$ cat config.mk
export PLATFORM = sky130hd
export DESIGN_NAME = keyed_multi_stack_store
export DESIGN_NICKNAME = d
export VERILOG_FILES = /design/src/rtl/kmss_pkg.sv /design/src/rtl/kmss_key_scan.sv /design/src/rtl/kmss_stack_mem.sv /design/src/rtl/keyed_multi_stack_store.sv
export VERILOG_INCLUDE_DIRS = /design/src /design/src/rtl
export SDC_FILE = /design/constraint.sdc
export NUM_CORES = 2
export LEC_CHECK = 0
export BUFFER_PORTS_ARGS = -buffer_cell sky130_fd_sc_hd__buf_4
export CORE_MARGIN = 8
export CORE_UTILIZATION = 40
export CTS_CLUSTER_DIAMETER = 200
export CTS_CLUSTER_SIZE = 25
export DETAILED_ROUTE_END_ITERATION = 8
export GPL_ROUTABILITY_DRIVEN = 0
export GPL_TIMING_DRIVEN = 0
export PLACE_DENSITY = 0.57
export REMOVE_ABC_BUFFERS = 1
export SLEW_MARGIN = 30
export SYNTH_ARGS = -nofsm -noshare
export SYNTH_HDL_FRONTEND = slang
export SYNTH_HIERARCHICAL = 1
export SYNTH_MEMORY_MAX_BITS = 65536
export SYNTH_SLANG_ARGS = --single-unit
$ cat constraint.sdc
create_clock -name clk -period 5 [get_ports clk]
set_clock_uncertainty 0.2 [all_clocks]
set_input_delay 0.5 -clock clk [delete_from_list [all_inputs] [get_ports clk]]
set_output_delay 0.5 -clock clk [all_outputs]
set_load 0.01 [all_outputs]
$ cat src/rtl/keyed_multi_stack_store_defines.svh
// ----------------------------------------------------------------------------
// keyed_multi_stack_store_defines
// Assertion macros for the keyed stack table; empty under synthesis.
// ----------------------------------------------------------------------------
`ifndef KEYED_MULTI_STACK_STORE_DEFINES_SVH
`define KEYED_MULTI_STACK_STORE_DEFINES_SVH

`ifndef SYNTHESIS
// same-cycle implication
`define KMSS_ASSERT_IMPLY(label, clk, rst_n, ante, cons) \
	label: assert property (@(posedge clk) disable iff (!rst_n) (ante) |-> (cons)) \
		else $error("kmss: same-cycle check failed");
// next-cycle implication
`define KMSS_ASSERT_NEXT(label, clk, rst_n, ante, cons) \
	label: assert property (@(posedge clk) disable iff (!rst_n) (ante) |=> (cons)) \
		else $error("kmss: next-cycle check failed");
`else
`define KMSS_ASSERT_IMPLY(label, clk, rst_n, ante, cons)
`define KMSS_ASSERT_NEXT(label, clk, rst_n, ante, cons)
`endif

`endif

$ cat src/rtl/kmss_pkg.sv
// ----------------------------------------------------------------------------
// kmss_pkg
// Shared types and codes of the keyed stack table.
// ----------------------------------------------------------------------------
`default_nettype none

package kmss_pkg;

	localparam int KEY_W  = 16;
	localparam int ITEM_W = 16;

	// command codes
	typedef enum logic [1:0] {
		ACT_PUSH = 2'd0,
		ACT_POP  = 2'd1,
		ACT_PEEK = 2'd2,
		ACT_ADD  = 2'd3
	} action_t;

	// result status codes
	typedef enum logic [1:0] {
		STS_OK         = 2'd0,
		STS_EMPTY      = 2'd1,
		STS_STACK_FULL = 2'd2,
		STS_TABLE_FULL = 2'd3
	} status_t;

	// sequencer states
	typedef enum logic [1:0] {
		ST_IDLE = 2'd0,
		ST_SCAN = 2'd1,
		ST_TOP  = 2'd2,
		ST_EXEC = 2'd3
	} state_t;

	typedef struct packed {
		action_t             action;
		logic [KEY_W-1:0]    user_id;
		logic [ITEM_W-1:0]   item_value;
	} cmd_t;

	typedef struct packed {
		logic [ITEM_W-1:0]   item_out;
		logic                item_valid;
		status_t             status;
		logic                user_empty;
		logic                user_full;
	} result_t;

	// key scan outcome
	typedef struct packed {
		logic done;
		logic hit;
		logic free;
	} scan_flags_t;

	// slot table update request
	typedef struct packed {
		logic set;
		logic clr;
	} slot_upd_t;

endpackage

`default_nettype wire

$ cat src/rtl/kmss_key_scan.sv
// ----------------------------------------------------------------------------
// kmss_key_scan
// Slot keys and valid bits; one shared comparator walks the slots one per
// cycle to find the matching slot and the lowest free slot.
// ----------------------------------------------------------------------------
`default_nettype none

module kmss_key_scan import kmss_pkg::*; #(
	parameter int USERS = 16,
	localparam int IW = $clog2(USERS)
) (
	input  wire logic             clk,
	input  wire logic             arst_n,
	input  wire logic             scan_start,
	input  wire logic [KEY_W-1:0] key,
	input  wire slot_upd_t        upd,
	input  wire logic [IW-1:0]    upd_idx,
	output scan_flags_t           flags,
	output logic [IW-1:0]         hit_idx,
	output logic [IW-1:0]         free_idx
);

	localparam logic [IW-1:0] LAST = IW'(USERS - 1);

	logic [KEY_W-1:0] key_mem [USERS];
	logic [USERS-1:0] valid_q;
	logic             run_q;
	logic [IW-1:0]    issue_idx_q;
	logic             cmp_en_s1;
	logic [IW-1:0]    cmp_idx_s1;
	logic [KEY_W-1:0] key_rd_s1;
	logic             done_q;
	logic             hit_q;
	logic             free_q;
	logic [IW-1:0]    hit_idx_q;
	logic [IW-1:0]    free_idx_q;
	logic             slot_match;
	logic             slot_free;

	// comparator on the slot read last cycle
	assign slot_free  = !valid_q[cmp_idx_s1];
	assign slot_match = valid_q[cmp_idx_s1] && (key_rd_s1 == key);

	// scan control and flags
	always_ff @(posedge clk or negedge arst_n) begin
		if (!arst_n) begin
			run_q       <= 1'b0;
			issue_idx_q <= '0;
			cmp_en_s1   <= 1'b0;
			done_q      <= 1'b0;
			hit_q       <= 1'b0;
			free_q      <= 1'b0;
			valid_q     <= '0;
		end else begin
			cmp_en_s1 <= run_q;
			done_q    <= cmp_en_s1 && (cmp_idx_s1 == LAST);
			if (scan_start) begin
				run_q       <= 1'b1;
				issue_idx_q <= '0;
				hit_q       <= 1'b0;
				free_q      <= 1'b0;
			end else begin
				if (run_q) begin
					if (issue_idx_q == LAST) begin
						run_q <= 1'b0;
					end else begin
						issue_idx_q <= issue_idx_q + IW'(1);
					end
				end
				if (cmp_en_s1) begin
					if (slot_match) begin
						hit_q <= 1'b1;
					end
					if (slot_free) begin
						free_q <= 1'b1;
					end
				end
			end
			if (upd.set) begin
				valid_q[upd_idx] <= 1'b1;
			end else if (upd.clr) begin
				valid_q[upd_idx] <= 1'b0;
			end
		end
	end

	// lowest matching and lowest free slot index
	always_ff @(posedge clk) begin
		cmp_idx_s1 <= issue_idx_q;
		if (cmp_en_s1 && slot_match && !hit_q) begin
			hit_idx_q <= cmp_idx_s1;
		end
		if (cmp_en_s1 && slot_free && !free_q) begin
			free_idx_q <= cmp_idx_s1;
		end
	end

	// key memory, registered read
	always_ff @(posedge clk) begin
		if (upd.set) begin
			key_mem[upd_idx] <= key;
		end
		if (run_q) begin
			key_rd_s1 <= key_mem[issue_idx_q];
		end
	end

	assign flags.done = done_q;
	assign flags.hit  = hit_q;
	assign flags.free = free_q;
	assign hit_idx    = hit_idx_q;
	assign free_idx   = free_idx_q;

endmodule

`default_nettype wire

$ cat src/rtl/kmss_stack_mem.sv
// ----------------------------------------------------------------------------
// kmss_stack_mem
// Per-slot stack heights and the shared item store, both with registered
// reads.
// ----------------------------------------------------------------------------
`default_nettype none

module kmss_stack_mem import kmss_pkg::*; #(
	parameter int USERS       = 16,
	parameter int STACK_SLOTS = 16,
	localparam int IW    = $clog2(USERS),
	localparam int HW    = $clog2(STACK_SLOTS),
	localparam int DEPTH = USERS * (STACK_SLOTS - 1),
	localparam int AW    = $clog2(DEPTH)
) (
	input  wire logic              clk,
	input  wire logic              hgt_rd_en,
	input  wire logic [IW-1:0]     hgt_rd_idx,
	output logic [HW-1:0]          hgt_rd_data,
	input  wire logic              hgt_wr_en,
	input  wire logic [IW-1:0]     hgt_wr_idx,
	input  wire logic [HW-1:0]     hgt_wr_data,
	input  wire logic              stk_rd_en,
	input  wire logic [AW-1:0]     stk_rd_addr,
	output logic [ITEM_W-1:0]      stk_rd_data,
	input  wire logic              stk_wr_en,
	input  wire logic [AW-1:0]     stk_wr_addr,
	input  wire logic [ITEM_W-1:0] stk_wr_data
);

	logic [HW-1:0]     hgt_mem [USERS];
	logic [ITEM_W-1:0] stk_mem [DEPTH];
	logic [HW-1:0]     hgt_rd_q;
	logic [ITEM_W-1:0] stk_rd_q;

	// height memory
	always_ff @(posedge clk) begin
		if (hgt_wr_en) begin
			hgt_mem[hgt_wr_idx] <= hgt_wr_data;
		end
		if (hgt_rd_en) begin
			hgt_rd_q <= hgt_mem[hgt_rd_idx];
		end
	end

	// item store
	always_ff @(posedge clk) begin
		if (stk_wr_en) begin
			stk_mem[stk_wr_addr] <= stk_wr_data;
		end
		if (stk_rd_en) begin
			stk_rd_q <= stk_mem[stk_rd_addr];
		end
	end

	assign hgt_rd_data = hgt_rd_q;
	assign stk_rd_data = stk_rd_q;

endmodule

`default_nettype wire

$ cat src/rtl/keyed_multi_stack_store.sv
// ----------------------------------------------------------------------------
// keyed_multi_stack_store
// Table of keyed slots, each with a private stack: push, pop, peek, add user.
// ----------------------------------------------------------------------------
// Usage
//   Command channel: drive cmd and raise start; the command transfers at a
//   rising edge where start is high and busy is low. busy then stays high
//   until the result is out.
//   Result channel: done is high for exactly one cycle with result valid;
//   the receiver must take it then, there is no back-pressure.
//   Sequence: each command runs the key scan, which compares one slot per cycle
//   through a single comparator behind a registered key read, then a height
//   read, an item read and an update step; done follows the update. The next
//   command can transfer at the edge that ends that done cycle, so commands
//   do not overlap.
//   Reset: arst_n clears all slot valid bits and the sequencer; keys, heights
//   and items are not cleared; heights and items are only read once written.
// ----------------------------------------------------------------------------
`default_nettype none
`include "keyed_multi_stack_store_defines.svh"

module keyed_multi_stack_store import kmss_pkg::*; #(
	parameter int USERS       = 16,
	parameter int STACK_SLOTS = 16
) (
	input  wire logic clk,
	input  wire logic arst_n,
	input  wire logic start,
	output logic      busy,
	input  wire cmd_t cmd,
	output logic      done,
	output result_t   result
);

	localparam int IW  = $clog2(USERS);
	localparam int HW  = $clog2(STACK_SLOTS);
	localparam int AW  = $clog2(USERS * (STACK_SLOTS - 1));
	localparam logic [HW-1:0] CAP_H = HW'(STACK_SLOTS - 1);
	localparam logic [AW-1:0] CAP_A = AW'(STACK_SLOTS - 1);

	state_t            state_q;
	state_t            state_d;
	cmd_t              cmd_q;
	result_t           res_q;
	result_t           res_d;
	logic              done_q;
	logic              accept;
	logic              scan_start;
	logic              hgt_rd_en;
	logic              stk_rd_en;
	logic              exec_en;
	scan_flags_t       flags;
	logic [IW-1:0]     hit_idx;
	logic [IW-1:0]     free_idx;
	logic [IW-1:0]     tgt;
	logic [IW-1:0]     tgt_q;
	logic [AW-1:0]     base_q;
	logic [HW-1:0]     hgt;
	logic [ITEM_W-1:0] top_item;
	slot_upd_t         upd;
	logic              hgt_wr_en;
	logic [HW-1:0]     hgt_wr_data;
	logic              stk_wr_en;
	logic [AW-1:0]     stk_wr_addr;
	logic [AW-1:0]     stk_rd_addr;

	// key scan unit
	kmss_key_scan #(
		.USERS(USERS)
	) u_scan (
		.clk       (clk),
		.arst_n    (arst_n),
		.scan_start(scan_start),
		.key       (cmd_q.user_id),
		.upd       (upd),
		.upd_idx   (tgt_q),
		.flags     (flags),
		.hit_idx   (hit_idx),
		.free_idx  (free_idx)
	);

	// heights and item store
	kmss_stack_mem #(
		.USERS      (USERS),
		.STACK_SLOTS(STACK_SLOTS)
	) u_mem (
		.clk        (clk),
		.hgt_rd_en  (hgt_rd_en),
		.hgt_rd_idx (hit_idx),
		.hgt_rd_data(hgt),
		.hgt_wr_en  (hgt_wr_en),
		.hgt_wr_idx (tgt_q),
		.hgt_wr_data(hgt_wr_data),
		.stk_rd_en  (stk_rd_en),
		.stk_rd_addr(stk_rd_addr),
		.stk_rd_data(top_item),
		.stk_wr_en  (stk_wr_en),
		.stk_wr_addr(stk_wr_addr),
		.stk_wr_data(cmd_q.item_value)
	);

	// next state
	always_comb begin
		state_d = state_q;
		unique case (state_q)
			ST_IDLE: begin
				if (start) begin
					state_d = ST_SCAN;
				end
			end
			ST_SCAN: begin
				if (flags.done) begin
					state_d = ST_TOP;
				end
			end
			ST_TOP:  state_d = ST_EXEC;
			ST_EXEC: state_d = ST_IDLE;
			default: state_d = ST_IDLE;
		endcase
	end

	// sequencer outputs
	always_comb begin
		busy       = (state_q != ST_IDLE);
		accept     = start && (state_q == ST_IDLE);
		scan_start = accept;
		hgt_rd_en  = (state_q == ST_SCAN) && flags.done && flags.hit;
		stk_rd_en  = (state_q == ST_TOP) && flags.hit && (hgt != '0);
		exec_en    = (state_q == ST_EXEC);
	end

	// target slot and the address of its top item
	assign tgt         = flags.hit ? hit_idx : free_idx;
	assign stk_rd_addr = base_q + AW'(hgt) - AW'(1);

	// command execution
	always_comb begin
		res_d       = '0;
		res_d.status = STS_OK;
		upd         = '0;
		hgt_wr_en   = 1'b0;
		hgt_wr_data = hgt;
		stk_wr_en   = 1'b0;
		stk_wr_addr = base_q;
		unique case (cmd_q.action)
			ACT_PUSH: begin
				if (!flags.hit) begin
					if (!flags.free) begin
						res_d.status     = STS_TABLE_FULL;
						res_d.user_empty = 1'b1;
					end else begin
						upd.set         = 1'b1;
						hgt_wr_en       = 1'b1;
						hgt_wr_data     = HW'(1);
						stk_wr_en       = 1'b1;
						res_d.user_full = (CAP_H == HW'(1));
					end
				end else if (hgt == CAP_H) begin
					res_d.status     = STS_STACK_FULL;
					res_d.user_empty = (hgt == '0);
					res_d.user_full  = 1'b1;
				end else begin
					stk_wr_en       = 1'b1;
					stk_wr_addr     = base_q + AW'(hgt);
					hgt_wr_en       = 1'b1;
					hgt_wr_data     = hgt + HW'(1);
					res_d.user_full = ((hgt + HW'(1)) == CAP_H);
				end
			end
			ACT_ADD: begin
				if (!flags.hit) begin
					res_d.user_empty = 1'b1;
					if (!flags.free) begin
						res_d.status = STS_TABLE_FULL;
					end else begin
						upd.set     = 1'b1;
						hgt_wr_en   = 1'b1;
						hgt_wr_data = '0;
					end
				end else begin
					res_d.user_empty = (hgt == '0);
					res_d.user_full  = (hgt == CAP_H);
				end
			end
			ACT_POP, ACT_PEEK: begin
				if (!flags.hit || (hgt == '0)) begin
					res_d.status     = STS_EMPTY;
					res_d.user_empty = 1'b1;
				end else begin
					res_d.item_out   = top_item;
					res_d.item_valid = 1'b1;
					if (cmd_q.action == ACT_POP) begin
						hgt_wr_en   = 1'b1;
						hgt_wr_data = hgt - HW'(1);
						// last item gone: release the slot
						if (hgt == HW'(1)) begin
							upd.clr          = 1'b1;
							res_d.user_empty = 1'b1;
						end
					end else begin
						res_d.user_full = (hgt == CAP_H);
					end
				end
			end
			default: res_d = '0;
		endcase
		if (!exec_en) begin
			upd       = '0;
			hgt_wr_en = 1'b0;
			stk_wr_en = 1'b0;
		end
	end

	// sequencer and result strobe
	always_ff @(posedge clk or negedge arst_n) begin
		if (!arst_n) begin
			state_q <= ST_IDLE;
			done_q  <= 1'b0;
		end else begin
			state_q <= state_d;
			done_q  <= exec_en;
		end
	end

	// command, target and result registers
	always_ff @(posedge clk) begin
		if (accept) begin
			cmd_q <= cmd;
		end
		if ((state_q == ST_SCAN) && flags.done) begin
			tgt_q  <= tgt;
			base_q <= AW'(tgt) * CAP_A;
		end
		if (exec_en) begin
			res_q <= res_d;
		end
	end

	assign done   = done_q;
	assign result = res_q;

	// checks
	`KMSS_ASSERT_NEXT(a_accept_busy, clk, arst_n, start && !busy, busy)
	`KMSS_ASSERT_IMPLY(a_done_idle, clk, arst_n, done, !busy)
	`KMSS_ASSERT_IMPLY(a_item_ok, clk, arst_n, done && result.item_valid, result.status == STS_OK)
	`KMSS_ASSERT_IMPLY(a_full_not_empty, clk, arst_n, done && result.user_full, !result.user_empty)

endmodule

`default_nettype wire

* After elaboration in Yosys (flattened, before gate mapping)
Memories as Yosys holds them, arrays and structs flattened. A register that Yosys moved wholly into a read port is not among the register bits.
Index checks and enable logic that the tools add are counted.
** Storage, ports and cells
- Register bits :: 107
- RAM bits :: 4160
- Output and inout bits :: 23
- Memories :: 3
** Cells by class
- Add/subtract/negate cells :: 5
- Multipliers :: 1
- Order comparisons :: 3
- Equal/unequal tests :: 16
- Mux-type cells :: 69
- Bitwise operators :: 4
- Reductions and logical operators :: 32
** Memory list
- u_mem.stk_mem :: words 240, bits a word 16, rd ports 1, clocked after Yosys merged registers in 1, write ports 1, RTL line kmss_stack_mem.sv:32 : logic [ITEM_W-1:0] stk_mem [DEPTH];
- u_scan.key_mem :: words 16, bits a word 16, rd ports 1, clocked after Yosys merged registers in 1, write ports 1, RTL line kmss_key_scan.sv:25 : logic [KEY_W-1:0] key_mem [USERS];
- u_mem.hgt_mem :: words 16, bits a word 4, rd ports 1, clocked after Yosys merged registers in 1, write ports 1, RTL line kmss_stack_mem.sv:31 : logic [HW-1:0] hgt_mem [USERS];
** Operators by type and width (count)
- $mux 4 :: 12
- $mux 1 :: 39
- $mux 16 :: 2
- $mux 8 :: 3
- $pmux 4 s3 :: 2
- $and 16x16->16 :: 1
- $eq 16x16->1 :: 1
- $eq 4x4->1 const B :: 4
- $not 16->16 :: 1
- $or 16x16->16 :: 1
- $logic_and 1x1->1 :: 12
- $lt 4x5->1 const B :: 2
- $mux 2 :: 5
- $reduce_bool 2->1 :: 5
- $add 4x1->4 const B :: 2
- $add 8x4->8 :: 1
- $eq 2x2->1 const B :: 4
- $mul 4x4->8 const B :: 1
- $pmux 2 s4 :: 1
- $reduce_and 2->1 :: 4
- $sub 8x1->8 const B :: 1
- $mux 3 :: 2
- $ne 2x2->1 const B :: 3
- $reduce_or 2->1 :: 3
- 14 further kinds :: 18

* Logic depth before layout (Yosys ltp)
- Word-level depth :: 8
- Gate-level depth with buffers :: 17
- Mapped depth without buffers :: 14

* Modules after synthesis
The synthesis kept the hierarchy.
** By module, submodules not included
- kmss_stack_mem :: times used 1, cells each 6669, area each 151631.7 µm²
- kmss_key_scan :: times used 1, cells each 534, area each 11946.5 µm²
- keyed_multi_stack_store :: times used 1, cells each 298, area each 3747.3 µm²

* Worst setup path before layout
OpenSTA, ideal clock, no wires.
- Path kind :: reg2reg
- Start point :: register tgt_q[0] (netlist name)
- End point :: register u_mem.stk_rd_q[7], in the netlist u_mem/stk_rd_data[7], read port of u_mem.stk_mem, data pin
- Data arrival time :: 3.754 ns
- Data required time :: 4.527 ns
- Setup slack :: 0.773 ns
- Cell stages (with the launch flop) :: 13
- Buffers on the path :: 3
- Cells stage by stage :: edfxtp_1 ha_1 fa_1 inv_1 ha_1 xnor2_1 buf_2 clkbuf_1 buf_2 mux4_2 mux4_2 a211oi_2 o2111ai_1
** RTL lines
- end: declaration :: RTL line kmss_stack_mem.sv:34 : logic [ITEM_W-1:0] stk_rd_q;

* Worst setup path in the final report
- Start point :: register u_mem.hgt_rd_q[0], in the netlist u_mem/hgt_rd_data[0], read port of u_mem.hgt_mem
- End point :: memory u_mem.stk_mem[134][13] (enable)
** On the way
- Elaborated cells between the ends (all ways) :: 11
- Classes of those cells :: add/sub (1); eq/ne (1); mux (9)
** RTL lines
- start: declaration :: RTL line kmss_stack_mem.sv:33 : logic [HW-1:0] hgt_rd_q;
- $add 8x4->8 or $eq 4x4->1 (tied branches) :: RTL line keyed_multi_stack_store.sv:164, keyed_multi_stack_store.sv:158
- $mux 8 * :: RTL line keyed_multi_stack_store.sv:158 : end else if (hgt == CAP_H) begin
- $mux 8 * :: RTL line keyed_multi_stack_store.sv:147 : if (!flags.hit) begin
- $mux 8 * :: RTL line keyed_multi_stack_store.sv:145 : unique case (cmd_q.action)
- via stk_wr_addr[4] :: RTL line keyed_multi_stack_store.sv:64 : logic [AW-1:0] stk_wr_addr;
- end: declaration :: RTL line kmss_stack_mem.sv:32
Mark *: on every way through the listed nets, which the timed path passes. The rest lies on a longest branch.

==> metrics.yaml <==
cells_and_area:
  drive_gt1_frac: 0.317
  nFillCells: 33500
  seq_area_um2: 129000
  final_cells: 13700
  syn_to_final_growth_pct: 15.8
  finalInstanceArea_um2: 194000
  multi_input_area_um2: 38800
  final_core_util: 0.465
  layout.nets: 8230
critical_path:
  reg2reg_to: "u_mem/stk_mem[134][13]"
  path_max_fanout: 16
  r2r_setup_slack_ps: -30
  startpoint_type: "register"
  worstSetupEndpointType: "register"
  crit_type: "reg2reg"
  reg2regPathDepth: 10
  worstPathArrival_ps: 5480
  crit-reg2reg-launch: "u_mem/hgt_rd_data[0]"
  cp_data_required_time_ps: 5450
yosys:
  syn_area_per_cell_um2: 22.3
  yosys_warnings: 6
  synth_top_area_frac: 0.766
  ys_ff_latch: 4302
  synth_edf_count: 4270
  synth-async-reset-ratio: 0.00651
  ys_seq_area_frac: 0.771
  synth_top_area_cell: "edfxtp_1"
  netlist_instances: 7501
  syn_area_um2: 167000
  yosysUniqueCellTypes: 90
  ys_top_cells_by_area: "edfxtp_1 (77%), mux4_2 (14%), mux2i_1 (1.4%), nor2_1 (0.77%), mux4_1 (0.55%)"
  ys.flop_type: "edfxtp_1"
sta:
  finalHoldViolCount: 0
  fmaxAchievable_ghz: 0.199
  finalCritPeriodShare: 1.01
  setup_tns_ps: -875
  rsz0062_at_grt: "yes"
  slew_headroom: 0.284
  layout_setup_ws_ps: -35.0
  tightest_slew_ps: 1070
  fin_crit_ps: 5030
  setup_violations: 49
  drv_slew: 0
clock_tree:
  numCtsBuffers: 194
  cts_tree: "done"
  path_clk_slew_ps: 100
  clk_root_buffer_cell: "clkbuf_16"
  h-tree-depth: 4
  clk_path_buf_depth: 4
  worstSkewPairLatency_ps: 960
  clkSinkCount: 4302
power_and_ir_drop:
  ir_worst_vdd_mv: 0.298
  power_density_nw_per_um2: 339
  switching_power_uw: 15100
  swShare: 0.230
  clkPwrFrac: 0.274
  seqPwrFrac: 0.632
  p_int_uw: 50700
  leakagePower_uw: 0.0597
  pwr-share-comb: 0.094
die:
  core_area_um2: 417000
  die_y_um: 663
  initial_utilization: 0.402
  rows: 237
  die-area_um2: 439000
  ios: 60
  die_x_um: 663
placement:
  place_hpwl_um: 298000
  dp.cells: 13200
  post_dp_cell_area_um2: 183000
  port_buffers: 59
  pre_cts_ws_ps: -2920
global_routing:
  grt_use_total: 0.204
  antenna_found_initial: 22
  grt_pass1_vias: 81200
  gr-total-overflow: 0
  grt_pass1_wl_um: 645000
  grt_max_degree: 74
hold_path:
  min_path_cells: 2
  worst_hold_startpoint: "cmd[14]"
  hold_path.class: "in2reg"
  holdPathEnd: "cmd_q[14]"
detailed_routing:
  wl_per_cell_um: 34.0
  vias_per_cell: 5.98
  drtPass1Iterations: 6
  ant_nets: 0
  vias: 81900
  wirelength_um: 465000
  drt_iter0_drc: 10500
  drcViolationCount: 0
run_status:
  outcome: "complete, but fails checks"
  violations: "setup timing"
flow_run:
  maxCapViolations: 0
[per-layer routing]
metal  share of wire  track usage  vias to the layer above  wire length [µm]
met1            0.40        0.285                    44800            188000
met5        0.000064            0                        -                30
li1                -            -                    32800                 -
met3           0.080       0.0304                      664             37000
met4           0.039       0.0697                        6             18200
met2            0.48        0.328                     3633            222000
[layout make-up]
cell class                 instances  share of cell area
sequential                      4302               0.666
clock inverter                    10            0.000697
timing repair inverter             2            0.000129
timing repair buffer             874              0.0707
inverter                          36             0.00119
antenna                           11            0.000142
tap                             5497              0.0355
clock buffer                     217              0.0257
multi-input combinational       2747               0.200
[through the flow]
| stage | power [µW] | hold WS, ps |
|---|---|---|
| floorplan | 46400 | 4.41 |
| global placement | 49700 | 254 |
| detailed placement | 48300 | 265 |
| CTS | 66100 | 3.83 |
| global route | 67500 | 41.2 |
| finish | 65700 | 93.1 |
[cells by family (layout without fill, tap and decap cells)]
| family | count (synthesis) | count (layout) | synth area share |
|---|---|---|---|
| compound gates | 497 | 497 | 0.0204 |
| other cells | 0 | 11 | 0 |
| fa+ha+maj | 36 | 36 | 0.00296 |
| simple gates | 838 | 840 | 0.0229 |
| xor+xnor | 39 | 39 | 0.00209 |
| buf+inv | 454 | 1139 | 0.0183 |
| mux | 1335 | 1335 | 0.162 |
| flops | 4302 | 4302 | 0.771 |
[layout by cell type, fill, tap and decap left out, drive strengths merged, types with 28 or more instances in the layout]
cell,Yosys,routed
mux4,1092,1092
nand3,85,85
a21oi,95,95
buf,281,771
o21ai,71,71
inv,32,37
bufbuf,0,32
o22ai,66,66
clkbuf,137,224
dfrtp,28,28
mux2i,227,227
o221ai,64,64
nor2,344,344
a22oi,45,45
nor2b,39,40
edfxtp,4270,4270
ha,30,30
nand2,198,198
and3,37,37
dlygate4sd3,0,64
nor3,35,35
[Yosys cell counts (13+ instances only)]
cell type  number
nor2_1        343
a21oi_1        94
and3_1         35
a31oi_1        27
nand3_1        85
nor3_1         35
o221ai_1       64
buf_1          21
mux4_1         35
inv_1          32
nand2_1       198
buf_6          50
clkbuf_1      128
ha_1           30
nand4_1        15
xnor2_1        13
xor2_1         25
and2_1         25
nor2b_1        39
buf_2         113
a211oi_1       26
dfrtp_1        28
mux2i_1       227
nand2b_1       17
mux4_2       1057
o21ai_0        66
buf_12         27
edfxtp_1     4270
o22ai_1        66
a221oi_1       15
a22oi_1        45
mux2_2         16
buf_4          58
[critical path: stages, from the launching register on]
cell	delay, ps
edfxtp_1	430
buf_4	190
ha_1	290
nand3_1	260
and3_2	390
nand2_1	140
xnor2_2	350
nor2_1	720
nand2_2	770
nor2_4	700
buf_16	210
[worst max path at each step]
stage                         start                      to  slack, ps  cells after the start
2_1_floorplan              tgt_q[0]    u_mem/stk_rd_data[3]     -56630                     11
3_3_place_gp               tgt_q[0]   u_mem/stk_rd_data[15]    -116340                     10
3_5_place_dp               tgt_q[0]    u_mem/stk_rd_data[7]      -2920                     17
4_1_cts        u_mem/hgt_rd_data[0]    u_mem/stk_rd_data[7]       -100                     14
5_1_grt        u_mem/hgt_rd_data[0]  u_mem/stk_mem[134][15]       -100                     10
6_report       u_mem/hgt_rd_data[0]  u_mem/stk_mem[134][13]        -30                     10
[power groups by stage]
stage	clock network, µW	logic, µW	registers [µW]
3_3_place_gp	0	5150	44600
3_5_place_dp	0	5880	42400
6_report	18000	6160	41600
4_1_cts	18400	6130	41600
2_1_floorplan	0	3180	43200
5_1_grt	19400	6500	41600
[registers in the layout (all words and copies together) (netlist names), 4 cells and up, named ones only]
register and cells:
tgt_q 4, u_scan/key_mem 256, cmd_q 34, u_scan/cmp_idx_s1 4, result 21, base_q 7
u_mem/stk_mem 3840, u_mem/hgt_mem 64, u_mem/stk_rd_data 16, u_scan/free_idx 4, u_mem/hgt_rd_data 4, u_scan/key_rd_s1 16
u_scan/hit_idx 4, u_scan/issue_idx_q 4
[what timing repair did]
item / 4_1_cts / 5_1_grt
hold endpoints to repair: 98 / 0
resized for setup: 246 / 58
hold buffers: 65 / 0
pin swaps: 82 / 27
gates cloned: 36 / 6
setup endpoints to repair: 2953 / 491
buffers inserted: 158 / 38
Note: power is estimated with default switching activity, not from simulation.
